File: src/hw/rtl/umsk_pkg.sv
// ----------------------------------------------------------------------------
// umsk_pkg
// shared widths, register indexes, command and status types and the
// blur coefficient table of the unsharp mask
// ----------------------------------------------------------------------------
package umsk_pkg;

   localparam int UMSK_MAX_WIDTH      = 1024;
   localparam int UMSK_COEF_FRAC_BITS = 16;

   localparam int PIX_W       = 8;
   localparam int ROW_W       = 12;
   localparam int OUT_COL_W   = 10;
   localparam int N_W         = 22;
   localparam int GAIN_W      = 4;
   localparam int IMG_W_W     = 11;
   localparam int IMG_H_W     = 13;
   localparam int CSR_INDEX_W = 3;
   localparam int CSR_DATA_W  = 13;

   localparam int PIX_MAX     = 255;
   localparam int MIN_DIM     = 3;
   localparam int MAX_HEIGHT  = 4096;
   localparam int IN_ROW_MAX  = 4095;

   localparam logic                 RST_FILTER_MODE  = 1'b0;
   localparam logic                 RST_RADIUS       = 1'b1;
   localparam logic [GAIN_W-1:0]    RST_GAIN         = 4'd1;
   localparam logic [IMG_W_W-1:0]   RST_IMAGE_WIDTH  = 11'd640;
   localparam logic [IMG_H_W-1:0]   RST_IMAGE_HEIGHT = 13'd480;

   typedef enum logic [CSR_INDEX_W-1:0] {
      CSR_FILTER_MODE  = 3'd0,
      CSR_RADIUS       = 3'd1,
      CSR_GAIN         = 3'd2,
      CSR_IMAGE_WIDTH  = 3'd3,
      CSR_IMAGE_HEIGHT = 3'd4
   } csr_index_type;

   typedef enum logic [1:0] {
      TERM_CENTRE = 2'd0,
      TERM_EDGE   = 2'd1,
      TERM_CORNER = 2'd2
   } mac_term_type;

   typedef enum logic [2:0] {
      COEF_BOX1     = 3'd0,
      COEF_BOX3     = 3'd1,
      COEF_GAUSS_C  = 3'd2,
      COEF_GAUSS_E  = 3'd3,
      COEF_GAUSS_K  = 3'd4
   } coef_idx_type;

   localparam int COEF24_BITS = 24;
   localparam int COEF_MAX_W  = COEF24_BITS + 1;

   localparam logic [COEF_MAX_W-1:0] COEF24 [5] = '{
      25'd16777216, 25'd1864135, 25'd2670177, 25'd1619541, 25'd982303
   };

   // round half-up from 24 fraction bits to frac_bits
   function automatic logic [COEF_MAX_W-1:0] coef_value(input coef_idx_type idx,
                                                         input int frac_bits);
      logic [COEF_MAX_W:0] c;
      int                  s;
      c = {1'b0, COEF24[idx]};
      s = COEF24_BITS - frac_bits;
      if (s == 0) begin
         return c[COEF_MAX_W-1:0];
      end
      c = c + ((COEF_MAX_W+1)'(1) << (s - 1));
      c = c >> s;
      return c[COEF_MAX_W-1:0];
   endfunction

   typedef struct packed {
      logic         accept;
      logic         shift;
      logic         mac_step;
      mac_term_type mac_term;
      logic         gain_step;
      logic         out_load;
      logic         div_start;
      logic         div_step;
   } umsk_cmd_type;

   typedef struct packed {
      logic has_result;
      logic geom_pending;
      logic div_last;
      logic rsp_free;
   } umsk_status_type;

endpackage

File: src/hw/rtl/umsk_ctrl.sv
// ----------------------------------------------------------------------------
// umsk_ctrl
// sequencer: item intake, line store update, blur accumulation over three
// terms, gain stage, result load and position recompute after a geometry write
// ----------------------------------------------------------------------------
module umsk_ctrl import umsk_pkg::*; (
   input  logic            clock,
   input  logic            reset,
   input  logic            req_valid,
   output logic            req_ready,
   input  umsk_status_type status,
   output umsk_cmd_type    cmd
);

   typedef enum logic [7:0] {
      ST_IDLE  = 8'b0000_0001,
      ST_SHIFT = 8'b0000_0010,
      ST_MAC0  = 8'b0000_0100,
      ST_MAC1  = 8'b0000_1000,
      ST_MAC2  = 8'b0001_0000,
      ST_GAIN  = 8'b0010_0000,
      ST_FINAL = 8'b0100_0000,
      ST_DIV   = 8'b1000_0000
   } state_type;

   state_type state_ff;
   state_type state_in;

   always_comb begin
      state_in     = state_ff;
      cmd          = '0;
      cmd.mac_term = TERM_CENTRE;
      req_ready    = 1'b0;
      unique case (state_ff)
         ST_IDLE: begin
            req_ready = !status.geom_pending && !reset;
            if (status.geom_pending) begin
               cmd.div_start = 1'b1;
               state_in      = ST_DIV;
            end else if (req_valid && !reset) begin
               cmd.accept = 1'b1;
               state_in   = ST_SHIFT;
            end
         end
         ST_SHIFT: begin
            cmd.shift = 1'b1;
            state_in  = status.has_result ? ST_MAC0 : ST_IDLE;
         end
         ST_MAC0: begin
            cmd.mac_step = 1'b1;
            cmd.mac_term = TERM_CENTRE;
            state_in     = ST_MAC1;
         end
         ST_MAC1: begin
            cmd.mac_step = 1'b1;
            cmd.mac_term = TERM_EDGE;
            state_in     = ST_MAC2;
         end
         ST_MAC2: begin
            cmd.mac_step = 1'b1;
            cmd.mac_term = TERM_CORNER;
            state_in     = ST_GAIN;
         end
         ST_GAIN: begin
            cmd.gain_step = 1'b1;
            state_in      = ST_FINAL;
         end
         ST_FINAL: begin
            if (status.rsp_free) begin
               cmd.out_load = 1'b1;
               state_in     = ST_IDLE;
            end
         end
         ST_DIV: begin
            cmd.div_step = 1'b1;
            if (status.div_last) begin
               state_in = ST_IDLE;
            end
         end
         default: begin
            state_in = ST_IDLE;
         end
      endcase
   end

   always_ff @(posedge clock) begin
      if (reset) begin
         state_ff <= ST_IDLE;
      end else begin
         state_ff <= state_in;
      end
   end

endmodule

File: config.mk
export PLATFORM = sky130hd
export DESIGN_NAME = umsk_ctrl
export DESIGN_NICKNAME = d
export VERILOG_FILES = /design/src/hw/rtl/umsk_pkg.sv /design/src/hw/rtl/umsk_ctrl.sv
export SDC_FILE = /design/constraint.sdc
export NUM_CORES = 1
export LEC_CHECK = 0
export ABC_AREA = 1
export BUFFER_PORTS_ARGS = -buffer_cell sky130_fd_sc_hd__buf_2
export CAP_MARGIN = 40
export CORE_ASPECT_RATIO = 1.2
export CORE_MARGIN = 2
export CORE_UTILIZATION = 30
export CTS_CLUSTER_DIAMETER = 150
export DETAILED_ROUTE_END_ITERATION = 6
export GPL_TIMING_DRIVEN = 0
export MAX_ROUTING_LAYER = met4
export PLACE_DENSITY = 0.59
export SLEW_MARGIN = 30
export SYNTH_ARGS = -nofsm -noshare
export SYNTH_HDL_FRONTEND = slang
export SYNTH_SLANG_ARGS = --single-unit
File: constraint.sdc
create_clock -name clock -period 1.6 [get_ports clock]
set_input_delay 0.32 -clock clock [delete_from_list [all_inputs] [get_ports clock]]
set_output_delay 0.32 -clock clock [all_outputs]
set_load 0.02 [all_outputs]
* After elaboration in Yosys (flattened, before gate mapping)
Index checks and enable logic that the tools add are counted.
** Word-level totals
- Bits in registers :: 8
- Output and inout port bits :: 10
- Logic and storage cells :: 35
** Operators by class
- Equality and inequality tests :: 11
- Multiplexer cells :: 18
- Reductions and logical operators :: 5
** Operators with widths (count)
- $pmux 8 s8 :: 1
- $mux 8 :: 4
- $mux 1 :: 11
- $pmux 3 s3 :: 1
- $eq 8x1->1 const B :: 1
- $eq 8x2->1 const B :: 1
- $eq 8x3->1 const B :: 1
- $eq 8x4->1 const B :: 1
- $eq 8x5->1 const B :: 1
- $eq 8x6->1 const B :: 1
- $eq 8x7->1 const B :: 1
- $eq 8x8->1 const B :: 1
- $ne 2x2->1 const B :: 2
- $mux 3 :: 1
- $ne 3x3->1 const B :: 1
- $reduce_and 3->1 :: 1
- $logic_and 1x1->1 :: 2
- $logic_not 1->1 :: 2

* Longest topological paths before layout
Gate-level depths: netlist of run 1.
- Depth after elaboration :: 5
- Mapped depth :: 9

* Least setup slack after synthesis of run 1
OpenSTA, ideal clock, no wires.
- Path type :: register to output
- From :: reg state_ff[1]
- To :: out cmd[0] (netlist name)
- Stages on the path, launching flop included :: 4
- Required time :: 1.280 ns
- Path slack :: 0.056 ns
- Arrival time :: 1.224 ns
- Path through :: dfxtp_1 -> nor2_2 -> nand2_2 -> nor4_1
** RTL lines
- start: declaration :: line umsk_ctrl.sv:26 : state_type state_ff;
- start signal: assignment :: line umsk_ctrl.sv:90 : state_ff <= state_in;
- end: declaration :: line umsk_ctrl.sv:12 : output umsk_cmd_type cmd

==> out/results.txt, run 1 <==
Worst Tran Pin Value - 517 ps
Power, Total - 591 uW
CORE AREA - 0.00168 mm^2
Worst Skew - 4.53 ps
most instantiated cells after synthesis - inv_1 (16), nor2_1 (12), nand2_1 (11)
Routed WL - 1.29 mm
# diodes - 0
Cells after Synth - 81
post-synthesis xor/xnor area fraction - 0%
initial antenna violation count - 0
Slew headroom - 65.5%
synth top area cells - dfxtp_1 (29%), inv_1 (11%), nor2_1 (8.2%), nor2_4 (8.2%), nand2_1 (7.5%)
Mapped Area - 549 um^2
CTS H-tree depth - 1
final setup vio count - 4
hold wc startpoint - status[3]
min Tclk post-route - 1690 ps
largest buffer count on any clock path - 2
grt met1 use - 12.7%
Cells after DPL - 115
RR Startpoint - state_ff[7]$_SDFFE_PP0P_
Final Wtd Congestion - 0.740
die height - 50.9 um
Synth Warn # - 0
busiest grt layer - met2
CTS tree - built
total number of vias - 578
Post-DP Area - 652 um^2
worst min path class - in -> reg
capturing element type of the critical path - primary output
die area - 0.00219 mm^2
post-synthesis adder-cell area fraction - 0%
PwrDens - 729 mW/mm^2
number of core rows - 16
CP Class - reg -> out
outcome - complete, but fails checks
Most flops, register - state_ff
CP Max Fanout - 4
Leakage - 0.000388 uW
ys async rst share - 0%
fmax - 0.592 GHz
drt pass-1 iters - 4
Max IR drop VDD - 0.357 mV
setup TNS - -206 ps
synthesized area per cell - 6.78 um^2
clk sinks - 8
Max-Cap Viols - 0
Slew Limit Fails - 0
DRT iter0 DRCs - 10
fin worst setup slack - -89.5 ps
EDFF count, synth - 0
Syn-to-layout area delta - 47.6%
Req. time, crit path - 1280 ps
GR Util met2 - 21.2%
hold_buf cts - 0
max FFs per register - 8
vias in the first global route - 515
top cell type by total area after synthesis - dfxtp_1
sequential area share after synthesis - 29.2%
count leader, synth - inv_1
Initial Utilization - 32.7%
Yosys top cell area share - 29.2%
DR WL/cell - 10.3 um
Reg clk slew, reported paths - 50 ps
arrival time at the worst endpoint - 1370 ps
# IOs - 17
mean number of vias per cell - 4.62
post-DP HPWL - 870 um
grt met3 use - 1.41%
GRT overflow - 0
gr usage total - 12.3%
RSZ-0062 raised after global routing - true
Die X - 43.1 um
ANT nets after route - 0
final design area excluding fillers - 811 um^2
FILL cells - 175
Post-Syn Nets - 88
combinational family with the most area after synthesis - simple AND/OR/NAND/NOR gates
TritonCTS buffer count - 3
post-route insts no fill - 125
Largest regs - state_ff: 8 flops
Clock Latency Late Sink - 250 ps
mux cell area share after synthesis - 0%
Final #Nets - 116
number of synthesized register bits - 8
compound-cell area share of the yosys netlist - 3.64%
Port Buffers - 16
Yosys cell types - 19
simple-gate share of the synthesized area - 53.5%
Final Hold Viols - 0
startpoint types - flop
Main synth FF type - dfxtp_1
first-pass GRT wire length - 1.97 mm
failing checks - negative setup slack
final period utilization - 106%
Residual DRC - 0
largest net degree at the start of global routing - 11
share of layout cells above drive strength 1 - 56.1%
crit path launch - state_ff[7]$_SDFFE_PP0P_
CTS Root Buffer Type - clkbuf_4
## path summary, 6_finish.rpt
kind,endpoint,slack [ps],depth (start not counted)
setup reg to reg,state_ff[0]$_SDFFE_PP1P_,270,10
hold reg to reg,state_ff[2]$_SDFFE_PP0P_,610,3
hold / removal,state_ff[2]$_SDFFE_PP0P_,330,3
setup / recovery,cmd[1],-90,8
## critical path, stage by stage, from the launching register on
cell	delay [ps]
dfxtp_2	330
nor2_4	140
nand2_4	90
nor2_4	150
buf_4	130
buf_6	90
nand2_4	40
inv_2	40
buf_6	100
## kinds of logic after synthesis
kind of cell           Yosys count
flip-flops                       8
AND/OR/NAND/NOR                 50
AO/OA/AOI/OAI                    4
buffers and inverters           19
## layout by cell type (no fill, tap or decap), types with 2 or more instances in the layout
master	count
dfxtp_2	6
nor2_4	8
nor3b_2	2
buf_6	2
inv_1	14
nor2_2	2
nand2_2	4
clkbuf_4	3
nand3_1	5
nor4_2	2
buf_2	11
inv_2	3
nand2_1	8
nand2_4	3
a21oi_1	4
buf_4	11
nor2_1	11
## layout make-up
| class | count | area [um^2] | area share (%) |
|---|---|---|---|
| clock buffers | 3 | 22.5 | 2.78 |
| multi-input cells | 54 | 367 | 45.2 |
| repair buffers | 24 | 160 | 19.8 |
| well taps | 18 | 22.5 | 2.78 |
| inverters | 17 | 63.8 | 7.87 |
| plain buffers | 1 | 3.75 | 0.463 |
| flip-flops and latches | 8 | 171 | 21.1 |
## per-layer routing
layer,vias up,routed length [um]
li1,300,-
met1,258,566
met2,15,627
met3,5,47
met4,0,46
met5,-,0
## stage by stage
| stage | util, % | hold WS (ps) | setup slack, ps |
|---|---|---|---|
| after floorplan | - | 461 | 55.6 |
| after global placement | 38.8 | 566 | 102 |
| after detailed placement | 38.8 | 577 | 87.0 |
| after CTS | 43.4 | 304 | -56.6 |
| after global routing | 48.2 | 345 | -182 |
| final | 48.2 | 332 | -89.5 |
## power breakdown
group	internal [uW]	switching (uW)	leakage (uW)
logic	102	116	0.000306
registers	210	10.8	0.0000680
clock network	85.7	66.5	0.0000138
## timing repair
action | in CTS | in global routing
setup endpoints to repair | 6 | 9
gates resized for setup | 13 | 16
pin swaps | 7 | 3
setup buffers | 4 | 4
Note: power is estimated with default switching activity, not from simulation.
==> inputs of run 2 (changes only) <==
CORE_AREA = 2 2 39 41   (was default)
CORE_ASPECT_RATIO = default   (was 1.2)
CORE_MARGIN = default   (was 2)
CORE_UTILIZATION = default   (was 30)
DIE_AREA = 0 0 41 43   (was default)
PLACE_DENSITY = 0.74   (was 0.59)
==> run 2 against run 1 <==
Against the previous run:
- the flow still finishes with violations (negative setup slack)
- register-to-register slack worse by 120 ps
- utilization is 19 points higher
- cell area is 14% higher
- clock skew is 5.8 ps higher
- non-clock buffer count is 7 higher
- power is 2.7% higher
- cell count is 4.0% higher
- via count is 6.2% higher
- sequential power is 2% lower
- die area is 20% lower
- largest power group is now combinational cells
==> out/results.txt, run 2 (same netlist as run 1, synthesis figures left out) <==
capturing element type of the critical path - primary output
die height - 43 um
post-route insts no fill - 130
most frequent cells in the layout - buf_4 (14), nor2_1 (12), inv_1 (11), nor2_4 (9), buf_6 (9)
Max-Cap Viols - 0
# diodes - 0
# IOs - 17
hold slack - 301 ps
Die X - 41 um
final period utilization - 109%
DR WL/cell - 12.3 um
commonest non-fill, non-tap cell in the layout - buf_4
Routed WL - 1.60 mm
drt pass-1 iters - 4
final setup vio count - 5
Residual DRC - 0
Req. time, crit path - 1280 ps
Initial Utilization - 39.7%
WP buf/inv - 1
Worst Tran Pin Value - 496 ps
RSZ-0062 raised after global routing - true
Cell Chain, Critical Path - nor2_4, nand2_4, nor2_4, nand2_2, nor3b_2, buf_4
die area - 0.00176 mm^2
gr usage total - 18.1%
startpoint types - flop
outcome - complete, but fails checks
worst min path class - in -> reg
register area - 175 um^2
hold_buf cts - 0
Worst path max stage delay - 340 ps
total number of vias - 614
number of core rows - 14
Largest regs - state_ff: 8 flops
area of the multi-input gates - 392 um^2
Slew headroom - 66.9%
CP Class - reg -> out
FILL cells - 123
Port Buffers - 16
CTS H-tree depth - 1
clk sinks - 8
vias in the first global route - 527
CTS Root Buffer Type - clkbuf_4
final design area excluding fillers - 923 um^2
CP max stage cell - dfxtp_2
failing checks - negative setup slack
Most flops, register - state_ff
GRT overflow - 0
Worst Skew - 10.4 ps
Reg clk slew, reported paths - 60 ps
CORE AREA - 0.00138 mm^2
Syn-to-layout area delta - 68.1%
CTS tree - built
DRT iter0 DRCs - 8
Top delay family on crit path - simple AND/OR/NAND/NOR gates
share of layout cells above drive strength 1 - 62.3%
fin worst setup slack - -141 ps
TritonCTS buffer count - 3
max FFs per register - 8
post-DP HPWL - 859 um
min Tclk post-route - 1740 ps
Max IR drop VDD - 0.435 mV
PwrDens - 657 mW/mm^2
Cells after DPL - 113
Final Hold Viols - 0
largest buffer count on any clock path - 2
largest net degree at the start of global routing - 11
first-pass GRT wire length - 2.12 mm
Final #Nets - 123
initial antenna violation count - 0
mean number of vias per cell - 4.72
Slew Limit Fails - 0
cell repeated most along the worst path - nor2_4
Leakage - 0.000445 uW
arrival time at the worst endpoint - 1420 ps
CP Max Fanout - 5
Final Wtd Congestion - 0.729
fmax - 0.574 GHz
Post-DP Area - 649 um^2
Clock Latency Late Sink - 270 ps
ANT nets after route - 0
-- run 2: cell types whose count changed in the layout (fill, tap and decap cells not counted), moves of 3 or more --
cell     before  now
buf_2        11    8
buf_6         2    9
buf_4        11   14
inv_1        14   11
dfxtp_2       6    3
inv_2         3    6
-- run 2: layout make-up --
| class | count | share of cell area [%] |
|---|---|---|
| clock buffers | 3 | 2.44 |
| repair buffers | 31 | 26.7 |
| inverters | 17 | 6.91 |
| well taps | 16 | 2.17 |
| multi-input cells | 54 | 42.4 |
| flip-flops and latches | 8 | 19.0 |
| plain buffers | 1 | 0.407 |
-- run 2: layer usage --
metal  track usage, %  part of all wire [%]  vias to the layer above
met4             10.0                   2.7                        0
met1             21.5                    37                      276
met3             3.14                   4.2                        5
met5                -                     0                        -
met2             27.5                    56                       18
li1                 -                     -                      315
-- run 2: path summary, 6_finish.rpt --
check                                         startpoint                       end  slack [ps]  cells after the start
worst min register to register  state_ff[0]$_SDFFE_PP1P_  state_ff[2]$_SDFFE_PP0P_         590                      3
worst max-delay path            state_ff[7]$_SDFFE_PP0P_                    cmd[8]        -140                      6
worst max register to register  state_ff[7]$_SDFFE_PP0P_  state_ff[0]$_SDFFE_PP1P_         150                     11
worst min-delay path                           status[3]  state_ff[2]$_SDFFE_PP0P_         300                      3
-- run 2: power breakdown --
part / leakage, uW / internal [uW] / total (uW) / switching [uW]
clock: 0.0000138 / 86.8 / 169 / 82.6
combinational: 0.000363 / 101 / 221 / 120
sequential: 0.0000682 / 206 / 217 / 10.5
-- run 2: worst reg2reg max path, cell delays in order, from the launching register on --
cell and delay [ps]:
dfxtp_2 340, nor2_4 140, nand2_4 90, nor2_4 140
buf_4 120, buf_6 90, buf_4 110, nand2_2 50
nand3_2 110, inv_2 30, nand2_1 50, nand2_1 50
-- run 2: repair_timing --
item | CTS | global route
setup endpoints to repair | 5 | 9
pin swaps | 5 | 6
gates resized for setup | 14 | 34
buffers inserted | 5 | 11
-- run 2: through the flow --
step	setup TNS (ps)	util, %	setup WS [ps]	power [uW]
6_report	-404	66.7	-141	607
3_3_place_gp	0	46.9	111	357
3_5_place_dp	0	46.9	40.9	361
5_1_grt	-812	66.7	-192	635
4_1_cts	-281	54.2	-140	550
2_1_floorplan	0	-	55.6	329
